[src/rtl/bitmap_video_colour_plotter_defines.svh]
// ----------------------------------------------------------------------------
// bitmap video colour plotter - assertion macros
// shared check macros, sampled on clock and disabled while reset is high
// ----------------------------------------------------------------------------
`ifndef BITMAP_VIDEO_COLOUR_PLOTTER_DEFINES_SVH
`define BITMAP_VIDEO_COLOUR_PLOTTER_DEFINES_SVH

// same-cycle implication
`define BVCP_ASSERT_NOW(label, ante, cons, msg) \
   label: assert property (@(posedge clock) disable iff (reset) (ante) |-> (cons)) \
      else $error(msg);

// next-cycle implication
`define BVCP_ASSERT_NEXT(label, ante, cons, msg) \
   label: assert property (@(posedge clock) disable iff (reset) (ante) |=> (cons)) \
      else $error(msg);

`endif

[src/rtl/bvcp_pkg.sv]
// ----------------------------------------------------------------------------
// bvcp_pkg
// shared constants, codes and controller/datapath interface types
// ----------------------------------------------------------------------------
`timescale 1ns / 1ps

package bvcp_pkg;

   // storage sizes
   localparam int VIDEO_DEPTH = 8192;
   localparam int PROM_DEPTH  = 1024;
   localparam int VA_W        = $clog2(VIDEO_DEPTH);
   localparam int PA_W        = $clog2(PROM_DEPTH);

   // field widths
   localparam int OP_W    = 2;
   localparam int ADDR_W  = 13;
   localparam int VAL_W   = 8;
   localparam int COORD_W = 8;
   localparam int PEN_W   = 4;
   localparam int BASE_W  = 12;
   localparam int IDX_W   = 14;   // colour base plus cell offset, or a raw load address
   localparam int PIX_W   = 3;

   localparam int CSR_IDX_W  = 2;
   localparam int CSR_DATA_W = 2;

   // operation codes
   localparam logic [OP_W-1:0] OP_VIDEO  = 2'd0;
   localparam logic [OP_W-1:0] OP_COLOUR = 2'd1;
   localparam logic [OP_W-1:0] OP_PROM   = 2'd2;

   // register indexes
   localparam logic [CSR_IDX_W-1:0] CSR_VARIANT  = 2'd0;
   localparam logic [CSR_IDX_W-1:0] CSR_SWAP     = 2'd1;
   localparam logic [CSR_IDX_W-1:0] CSR_MIRROR_X = 2'd2;
   localparam logic [CSR_IDX_W-1:0] CSR_MIRROR_Y = 2'd3;

   // machine variants
   localparam logic [1:0] VARIANT_NIBBLE = 2'd1;
   localparam logic [1:0] VARIANT_CELL16 = 2'd2;
   localparam logic [1:0] VARIANT_BANK   = 2'd3;

   // colour register numbers
   localparam logic [1:0] CREG_0 = 2'd0;
   localparam logic [1:0] CREG_1 = 2'd1;
   localparam logic [1:0] CREG_2 = 2'd2;
   localparam int         NUM_CREGS = 3;

   typedef enum logic [2:0] {
      ST_CLEAR,
      ST_IDLE,
      ST_DECODE,
      ST_VCMP,
      ST_PEN_REDUCE,
      ST_LOAD_REDUCE,
      ST_PREAD,
      ST_EMIT
   } state_type;

   typedef struct packed {
      logic capture;
      logic clear_wr;
      logic vid_rd;
      logic vid_wr;
      logic colour_wr;
      logic idx_load_addr;
      logic idx_load_pen;
      logic idx_reduce;
      logic prom_rd;
      logic prom_wr;
      logic pen_load;
      logic pix_next;
   } cmd_type;

   typedef struct packed {
      logic [OP_W-1:0] op;
      logic            addr_in_range;
      logic            byte_differs;
      logic            idx_over;
      logic            pix_last;
      logic            clear_last;
   } status_type;

endpackage

[src/rtl/bvcp_ctrl.sv]
// ----------------------------------------------------------------------------
// bvcp_ctrl
// sequencer: store clear, request decode, index folding and pixel beats
// ----------------------------------------------------------------------------
`timescale 1ns / 1ps

module bvcp_ctrl (
   input  logic                 clock,
   input  logic                 reset,
   input  logic                 req_tvalid,
   output logic                 req_tready,
   output logic                 rsp_tvalid,
   input  logic                 rsp_tready,
   input  bvcp_pkg::status_type st,
   output bvcp_pkg::cmd_type    cmd
);

   import bvcp_pkg::*;

   state_type state_ff, state_in;

   always_ff @(posedge clock) begin
      if (reset) begin
         state_ff <= ST_CLEAR;
      end else begin
         state_ff <= state_in;
      end
   end

   // next state
   always_comb begin
      state_in = state_ff;
      case (state_ff)
         ST_CLEAR: begin
            if (st.clear_last) state_in = ST_IDLE;
         end
         ST_IDLE: begin
            if (req_tvalid) state_in = ST_DECODE;
         end
         ST_DECODE: begin
            if (st.op == OP_VIDEO && st.addr_in_range) begin
               state_in = ST_VCMP;
            end else if (st.op == OP_PROM) begin
               state_in = ST_LOAD_REDUCE;
            end else begin
               state_in = ST_IDLE;
            end
         end
         ST_VCMP: begin
            state_in = st.byte_differs ? ST_PEN_REDUCE : ST_IDLE;
         end
         ST_PEN_REDUCE: begin
            if (!st.idx_over) state_in = ST_PREAD;
         end
         ST_LOAD_REDUCE: begin
            if (!st.idx_over) state_in = ST_IDLE;
         end
         ST_PREAD: begin
            state_in = ST_EMIT;
         end
         ST_EMIT: begin
            if (rsp_tready && st.pix_last) state_in = ST_IDLE;
         end
         default: begin
            state_in = ST_IDLE;
         end
      endcase
   end

   // outputs
   always_comb begin
      cmd        = '0;
      req_tready = 1'b0;
      rsp_tvalid = 1'b0;
      case (state_ff)
         ST_CLEAR: begin
            cmd.clear_wr = 1'b1;
         end
         ST_IDLE: begin
            req_tready  = 1'b1;
            cmd.capture = req_tvalid;
         end
         ST_DECODE: begin
            cmd.vid_rd        = (st.op == OP_VIDEO) && st.addr_in_range;
            cmd.colour_wr     = (st.op == OP_COLOUR);
            cmd.idx_load_addr = (st.op == OP_PROM);
         end
         ST_VCMP: begin
            cmd.vid_wr       = st.byte_differs;
            cmd.idx_load_pen = st.byte_differs;
         end
         ST_PEN_REDUCE: begin
            cmd.idx_reduce = st.idx_over;
            cmd.prom_rd    = !st.idx_over;
         end
         ST_LOAD_REDUCE: begin
            cmd.idx_reduce = st.idx_over;
            cmd.prom_wr    = !st.idx_over;
         end
         ST_PREAD: begin
            cmd.pen_load = 1'b1;
         end
         ST_EMIT: begin
            rsp_tvalid   = 1'b1;
            cmd.pix_next = rsp_tready;
         end
         default: begin
            cmd = '0;
         end
      endcase
   end

endmodule

[config.mk]
export PLATFORM = sky130hd
export DESIGN_NAME = bvcp_ctrl
export DESIGN_NICKNAME = d
export VERILOG_FILES = /design/src/rtl/bitmap_video_colour_plotter_defines.svh /design/src/rtl/bvcp_pkg.sv /design/src/rtl/bvcp_ctrl.sv
export SDC_FILE = /design/constraint.sdc
export NUM_CORES = 1
export LEC_CHECK = 0
export BUFFER_PORTS_ARGS = -buffer_cell sky130_fd_sc_hd__buf_4
export CAP_MARGIN = 20
export CORE_AREA = 5 5 42 44
export CTS_CLUSTER_SIZE = 20
export DETAILED_ROUTE_END_ITERATION = 16
export DIE_AREA = 0 0 47 49
export PLACE_DENSITY = 0.54
export SLEW_MARGIN = 40
export SYNTH_ARGS = -nofsm -noshare
export SYNTH_HDL_FRONTEND = slang
export SYNTH_SLANG_ARGS = --single-unit
[constraint.sdc]
create_clock -name clock -period 2.4 [get_ports clock]
set_input_delay 0.12 -clock clock [delete_from_list [all_inputs] [get_ports clock]]
set_output_delay 0.12 -clock clock [all_outputs]
set_load 0.1 [all_outputs]
==> parameters.txt, run 1 <==
Parameter                              Value

Global route
  First-pass GRT wire length    1680 um
  Antenna violations before repair    0
  Overall fraction of global-route tracks in use    9.99%
  Remaining global-route overflow    0
  Pin count of the biggest net entering global routing    15
  Via count of the first global-routing pass    392

Critical path
  Category of the critical setup timing path    reg2out
  Critical Path Slowest Stage Cell    dfxtp_1
  Data required time of the critical path    2.28 ns
  CP peak stage delay    0.56 ns
  Slack of the worst reg-to-reg path    1.13 ns
  WP data arrival    1.64 ns
  Startpoint types    register
  Ordered list of cells on the worst path    nor2b_1, nand2_1, nor3_1, buf_4
  Peak fanout along the critical path    14
  R2r endpoint    state_ff[2]$_SDFFE_PP0P_
  Startpoint of the most critical register-to-register path    state_ff[1]$_SDFFE_PP0P_
  Sort of element at the end of the critical path    output port
  Launch point of the worst path    state_ff[1]$_SDFFE_PP0P_
  Depth of the worst register-to-register path    3
  Last element of the critical path    cmd[6]

Placed design
  Count of buffers from port buffering    24
  Placement-stage worst setup slack    0.934 ns
  DP Wirelength    772 um
  Routability congestion estimate    0.673
  Number of placed instances, taps included    79

Floorplan
  Die area    0.00230 sq mm
  Initial Util    21.4%
  Row Count    14
  Vertical die dimension    49 um
  Die Span X    47 um
  Top-level I/O count    25
  Area inside the core boundary    0.00140 sq mm

Routing
  Detailed Route Iter0 Violations    6
  Detailed-route via count    378
  Residual DRC count    0
  Wire length per cell    12.0 um
  Sum of routed wire length over all layers    992 um
  Number of iterations in the first detailed-routing pass    3
  DRT antenna net count    0
  Vias per cell    4.55

Power
  Cell-internal power    168 uW
  Clock share of power    25.7%
  Total power divided by cell area    704 mW/mm^2
  Leakage power of the design    0.259 nW
  Largest vdd supply drop    0.273 mV
  Combinational share of power    52.9%
  Switching share of power    52.6%
  Switch Pwr    186 uW
  Part of the power in registers    21.4%

STA
  Worst Max-Slew Pin Slew    0.415 ns
  Crit path time final    1.76 ns
  Final-report setup violation count    0
  Number of max-slew violations in the final report    0
  Share of the clock period used by the worst path after layout    73.2%
  Final clock skew    0.00161 ns
  Setup repair after global routing missed its margin    no
  Worst slew margin relative to its limit    72.3%
  Endpoints failing hold    0
  Smallest setup slack after layout    0.644 ns
  Peak Freq    0.569 GHz

Final layout
  Number of fillers in the final layout    159
  Relative area change from synthesis to final layout    67.5%
  Final cell utilization of the core    35.9%
  Leading cell type in the layout, fill and taps excluded    buf_4
  Combined flip-flop and latch cell area    60.1 sq um
  Post-Layout Cell Count    83
  NumNets Final    79
  Largest register by flop count    state_ff
  Registers with the most flip-flops    state_ff: 3 flops
  Max FFs per register    3
  Antenna Cells    0
  Commonest non-fill, non-tap cells in the layout    24 x buf_4, 4 x nand2_1, 4 x nor2_1, 4 x and3_1
  Share of layout cells above drive strength 1    47.8%
  Area occupied by multi-input gates    205 sq um

Min path
  Class of the most critical hold timing path    in2reg

Clock network
  Root Driver    clkbuf_4
  Clock-pin slew on the worst setup and hold paths    0.04 ns
  CTS H-Tree Depth    1
  # clock sinks    3
  Total clock buffers created by CTS    3
  Maximum number of buffers from clock root to sink    2
  Count of buffers added by post-CTS timing repair for setup    0
  Number of buffers added to fix hold violations after cts    0
  Post-cts resize count    0
  Clock Latency Late Sink    0.24 ns
  Clock tree from TritonCTS    built

Synthesis
  EDFF count, synth    0
  Post-synthesis sequential area ratio    20.0%
  Synth Register Bits    3
  Synth Warn #    0
  Most used flip-flop cell after synthesis    dfxtp_1
  Synth async-reset ratio    0%
  Largest area contributor in the netlist    dfxtp_1
  Net Count, Synth    54
  Mean instance size in the synthesized netlist    6.98 sq um
  Share of the synthesized area in the top cell type    20.0%
  Leading cell types by total area after synthesis    dfxtp_1 20%, and3_1 8.3%, nor2_1 7.5%
  Number of cells produced by synthesis    43
  Number of distinct library cells after synthesis    21
  Total standard cell area after synthesis    300 sq um

Status
  Result of the run    complete, no violations

Run
  Max Cap Violations    0
-- how the worst min path moves through the flow --
stage / to / cells after the start / slack, ns / from
after floorplan: state_ff[2]$_SDFFE_PP0P_ / 1 / 0.19 / reset
after global placement: state_ff[1]$_SDFFE_PP0P_ / 2 / 0.31 / reset
after detailed placement: state_ff[2]$_SDFFE_PP0P_ / 2 / 0.31 / reset
after CTS: state_ff[2]$_SDFFE_PP0P_ / 2 / 0.06 / reset
after global routing: state_ff[2]$_SDFFE_PP0P_ / 2 / 0.06 / reset
final: state_ff[2]$_SDFFE_PP0P_ / 2 / 0.06 / reset
-- worst max-delay path: cells and delay by family, from the launching register on --
family | cells | cell delay [ns]
AND/OR/NAND/NOR | 3 | 0.51
flip-flops | 1 | 0.56
buffers and inverters | 1 | 0.33
-- synthesized netlist by cell type, types with 2 or more instances --
cell and n:
inv_1 3, a31oi_1 2, buf_2 2, and3_1 4
nand2_1 4, nand2b_1 2, nor3_1 3, nand3_1 2
dfxtp_1 3, a211oi_1 2, nor2_1 6
-- per-layer routing --
layer / track usage [%] / wire [um]
met4: 4.15 / 0
met5: 0 / 0
met1: 14.4 / 455
met3: 4.43 / 122
met2: 12.4 / 414
-- stage by stage --
stage	instance area, sq um	TNS, ns	hold slack (ns)	power [mW]
after global placement	477	0	0.308	0.265
after floorplan	305	-0.742	0.188	0.224
after global routing	503	0	0.0601	0.377
after detailed placement	477	0	0.307	0.264
final	503	0	0.0596	0.354
after CTS	503	0	0.0573	0.359
-- layout make-up --
type | count | share of cell area, %
inverter | 3 | 2.24
sequential | 3 | 11.9
tap | 16 | 3.98
timing repair buffer | 24 | 35.8
multi-input combinational | 33 | 40.8
clock buffer | 4 | 5.22
-- power by group through the flow --
| stage | logic, mW | clock network [mW] | registers (mW) |
|---|---|---|---|
| 3_5_place_dp | 0.188 | 0 | 0.0765 |
| 2_1_floorplan | 0.163 | 0 | 0.0607 |
| 5_1_grt | 0.196 | 0.101 | 0.0789 |
| 4_1_cts | 0.189 | 0.0945 | 0.0757 |
| 3_3_place_gp | 0.188 | 0 | 0.0767 |
| 6_report | 0.187 | 0.0909 | 0.0756 |
-- logic make-up after synthesis --
family	count (synthesis)	share of synthesized area, %
AO/OA/AOI/OAI	8	21.2
buffers and inverters	7	13.3
flip-flops	3	20.0
AND/OR/NAND/NOR	25	45.4
Power figures use the tool's default switching activity.
==> inputs of run 2 (changes only) <==
- ABC_AREA: not set -> 1
- PLACE_DENSITY: 0.54 -> 0.58
- clock period: 2.4 -> 1.5 ns (I/O delays scaled with it)
==> run 2 against run 1 <==
  * Cell area rose by 34%
  * Synthesized cell count grew 42%
  * First-iteration DRC count shrank 33%
  * Cell count rose by 27%
  * Non-clock buffer count increased by 2
  * Total power is 81% higher
  * Clock power rose by 63%
  * Worst hold slack gained 0.073 ns
  * Area after synthesis is 9.2% higher
==> parameters.txt, run 2 <==
Parameter                              Value

Critical path
  WP data arrival    1.35 ns
  Depth of the worst register-to-register path    8
  Startpoint types    register
  Sort of element at the end of the critical path    output port
  Last element of the critical path    cmd[5]
  Startpoint of the most critical register-to-register path    state_ff[1]$_SDFFE_PP0P_
  Category of the critical setup timing path    reg2out
  Slack of the worst reg-to-reg path    0.26 ns
  R2r endpoint    state_ff[1]$_SDFFE_PP0P_
  Launch point of the worst path    state_ff[1]$_SDFFE_PP0P_
  Data required time of the critical path    1.42 ns
  Peak fanout along the critical path    5

Floorplan
  Row Count    14
  Top-level I/O count    25
  Die Span X    47 um
  Initial Util    23.4%
  Vertical die dimension    49 um
  Die area    0.00230 sq mm
  Area inside the core boundary    0.00140 sq mm

STA
  Endpoints failing hold    0
  Summed negative setup slack over all endpoints    0 ns
  Share of the clock period used by the worst path after layout    94.9%
  Setup repair after global routing missed its margin    no
  Smallest setup slack after layout    0.0772 ns
  Number of max-slew violations in the final report    0
  Final clock skew    0.00564 ns
  Final-report setup violation count    0
  Peak Freq    0.703 GHz
  Worst Max-Slew Pin Slew    0.279 ns
  Worst slew margin relative to its limit    81.5%
  Crit path time final    1.42 ns

Final layout
  Relative area change from synthesis to final layout    105%
  Largest register by flop count    state_ff
  Max FFs per register    3
  Final cell utilization of the core    48.0%
  Cell area after layout    673 sq um
  NumNets Final    101
  Registers with the most flip-flops    state_ff: 3 flops
  Share of layout cells above drive strength 1    52.8%
  Leading cell type in the layout, fill and taps excluded    buf_4
  Commonest non-fill, non-tap cells in the layout    19 x buf_4, 13 x nand2_1, 9 x inv_1
  Antenna Cells    0

Synthesis
  Post-synthesis simple-gate area fraction    56.5%
  Most instantiated library cell after synthesis    nand2_1
  Arithmetic-cell share of the synthesized area counting full adders, half adders and majority gates    0%
  Largest area contributor in the netlist    dfxtp_1
  Mean instance size in the synthesized netlist    5.37 sq um
  EDFF count, synth    0
  Synthesized-area fraction occupied by xor and xnor cells    0%
  Number of cells produced by synthesis    61
  Compound-Gate Fraction of Synth Area    4.58%
  Dominant combinational cell family by area after synthesis    simple AND/OR/NAND/NOR gates
  Synth Register Bits    3
  Post-synthesis sequential area ratio    18.3%
  Multiplexer area fraction after synthesis    0%
  Commonest cells post-synth    15 x nand2_1, 11 x inv_1, 10 x nor2_1
  Total standard cell area after synthesis    328 sq um
  Synth Warn #    0
  Most used flip-flop cell after synthesis    dfxtp_1
  Synth async-reset ratio    0%
  Net Count, Synth    72
  Share of the synthesized area in the top cell type    18.3%
  Number of distinct library cells after synthesis    14
  Leading cell types by total area after synthesis    dfxtp_1 18%, nand2_1 17%, inv_1 13%

Power
  Total power divided by cell area    953 mW/mm^2
  Leakage power of the design    0.345 nW
  Sum of internal, switching and leakage power    642 uW
  Largest vdd supply drop    0.421 mV

Routing
  Detailed-route via count    463
  DRT antenna net count    0
  Vias per cell    4.41
  Number of iterations in the first detailed-routing pass    4
  Residual DRC count    0
  Sum of routed wire length over all layers    1050 um
  Wire length per cell    9.99 um
  Detailed Route Iter0 Violations    4

Clock network
  # clock sinks    3
  Clock Latency Late Sink    0.24 ns
  Count of buffers added by post-CTS timing repair for setup    0
  Clock-pin slew on the worst setup and hold paths    0.04 ns
  Total clock buffers created by CTS    3
  Root Driver    clkbuf_4
  Maximum number of buffers from clock root to sink    2
  Clock tree from TritonCTS    built
  CTS H-Tree Depth    1

Global route
  Overall fraction of global-route tracks in use    10.5%
  Via count of the first global-routing pass    441
  Pin count of the biggest net entering global routing    10
  Antenna violations before repair    0
  First-pass GRT wire length    1750 um
  Remaining global-route overflow    0

Placed design
  DP Wirelength    869 um
  Placement-stage worst setup slack    0.191 ns
  Count of buffers from port buffering    24
  Cell area reported after detailed placement    587 sq um
  Routability congestion estimate    0.784

Min path
  Class of the most critical hold timing path    in2reg

Run
  Max Cap Violations    0

Status
  Result of the run    complete, no violations
-- run 2: report_power, final --
part | leakage [nW] | internal [mW] | switching [mW] | total (mW)
logic | 0.304 | 0.104 | 0.272 | 0.376
registers | 0.0261 | 0.0938 | 0.0236 | 0.117
clock network | 0.0150 | 0.100 | 0.0480 | 0.148
-- run 2: worst min path at each step --
stage | depth (start not counted) | from | slack, ns | end
after global placement | 2 | reset | 0.25 | state_ff[2]$_SDFFE_PP0P_
after floorplan | 1 | reset | 0.14 | state_ff[2]$_SDFFE_PP0P_
after global routing | 4 | st[1] | 0.16 | state_ff[1]$_SDFFE_PP0P_
final | 4 | st[1] | 0.13 | state_ff[1]$_SDFFE_PP0P_
after detailed placement | 2 | reset | 0.24 | state_ff[2]$_SDFFE_PP0P_
after CTS | 4 | st[1] | 0.14 | state_ff[1]$_SDFFE_PP0P_
-- run 2: stage by stage --
| step | hold slack [ns] | cells |
|---|---|---|
| 6_report | 0.132 | 105 |
| 5_1_grt | 0.157 | 105 |
| 4_1_cts | 0.143 | 105 |
| 3_5_place_dp | 0.245 | 100 |
| 3_3_place_gp | 0.248 | 100 |
| 2_1_floorplan | 0.140 | 61 |
-- run 2: kinds of logic (layout without fill, tap and decap cells) --
kind of cell	after synthesis	after routing
AND/OR/NAND/NOR	40	40
flip-flops	3	3
buffers and inverters	15	43
AO/OA/AOI/OAI	3	3
-- run 2: area by class of cell --
cell class	count	area, sq um
clock buffer	4	26.3
sequential	3	66.3
fill	153	728
multi-input combinational	43	274
inverter	13	57.6
tap	16	20.0
timing repair buffer	26	229
-- run 2: worst max-delay path, stage by stage (launching register included) --
cell        delay [ns]
dfxtp_2           0.38
buf_4             0.17
nand4_1           0.19
clkinvlp_4        0.14
buf_6             0.22
-- run 2: metal layers --
| layer | vias up | GRT usage (%) | routed length (um) |
|---|---|---|---|
| met2 | 22 | 15.2 | 509 |
| met1 | 191 | 11.8 | 393 |
| met5 | - | 0 | 0 |
| li1 | 245 | - | - |
| met4 | 0 | 8.29 | 41 |
| met3 | 5 | 3.69 | 104 |
-- run 2: what timing repair did --
action / CTS / global route
hold endpoints to repair: 1 / 0
gates resized for setup: 5 / 10
pin swaps: 0 / 2
hold buffers: 1 / 0
cloned: 0 / 0
setup endpoints to repair: 5 / 7
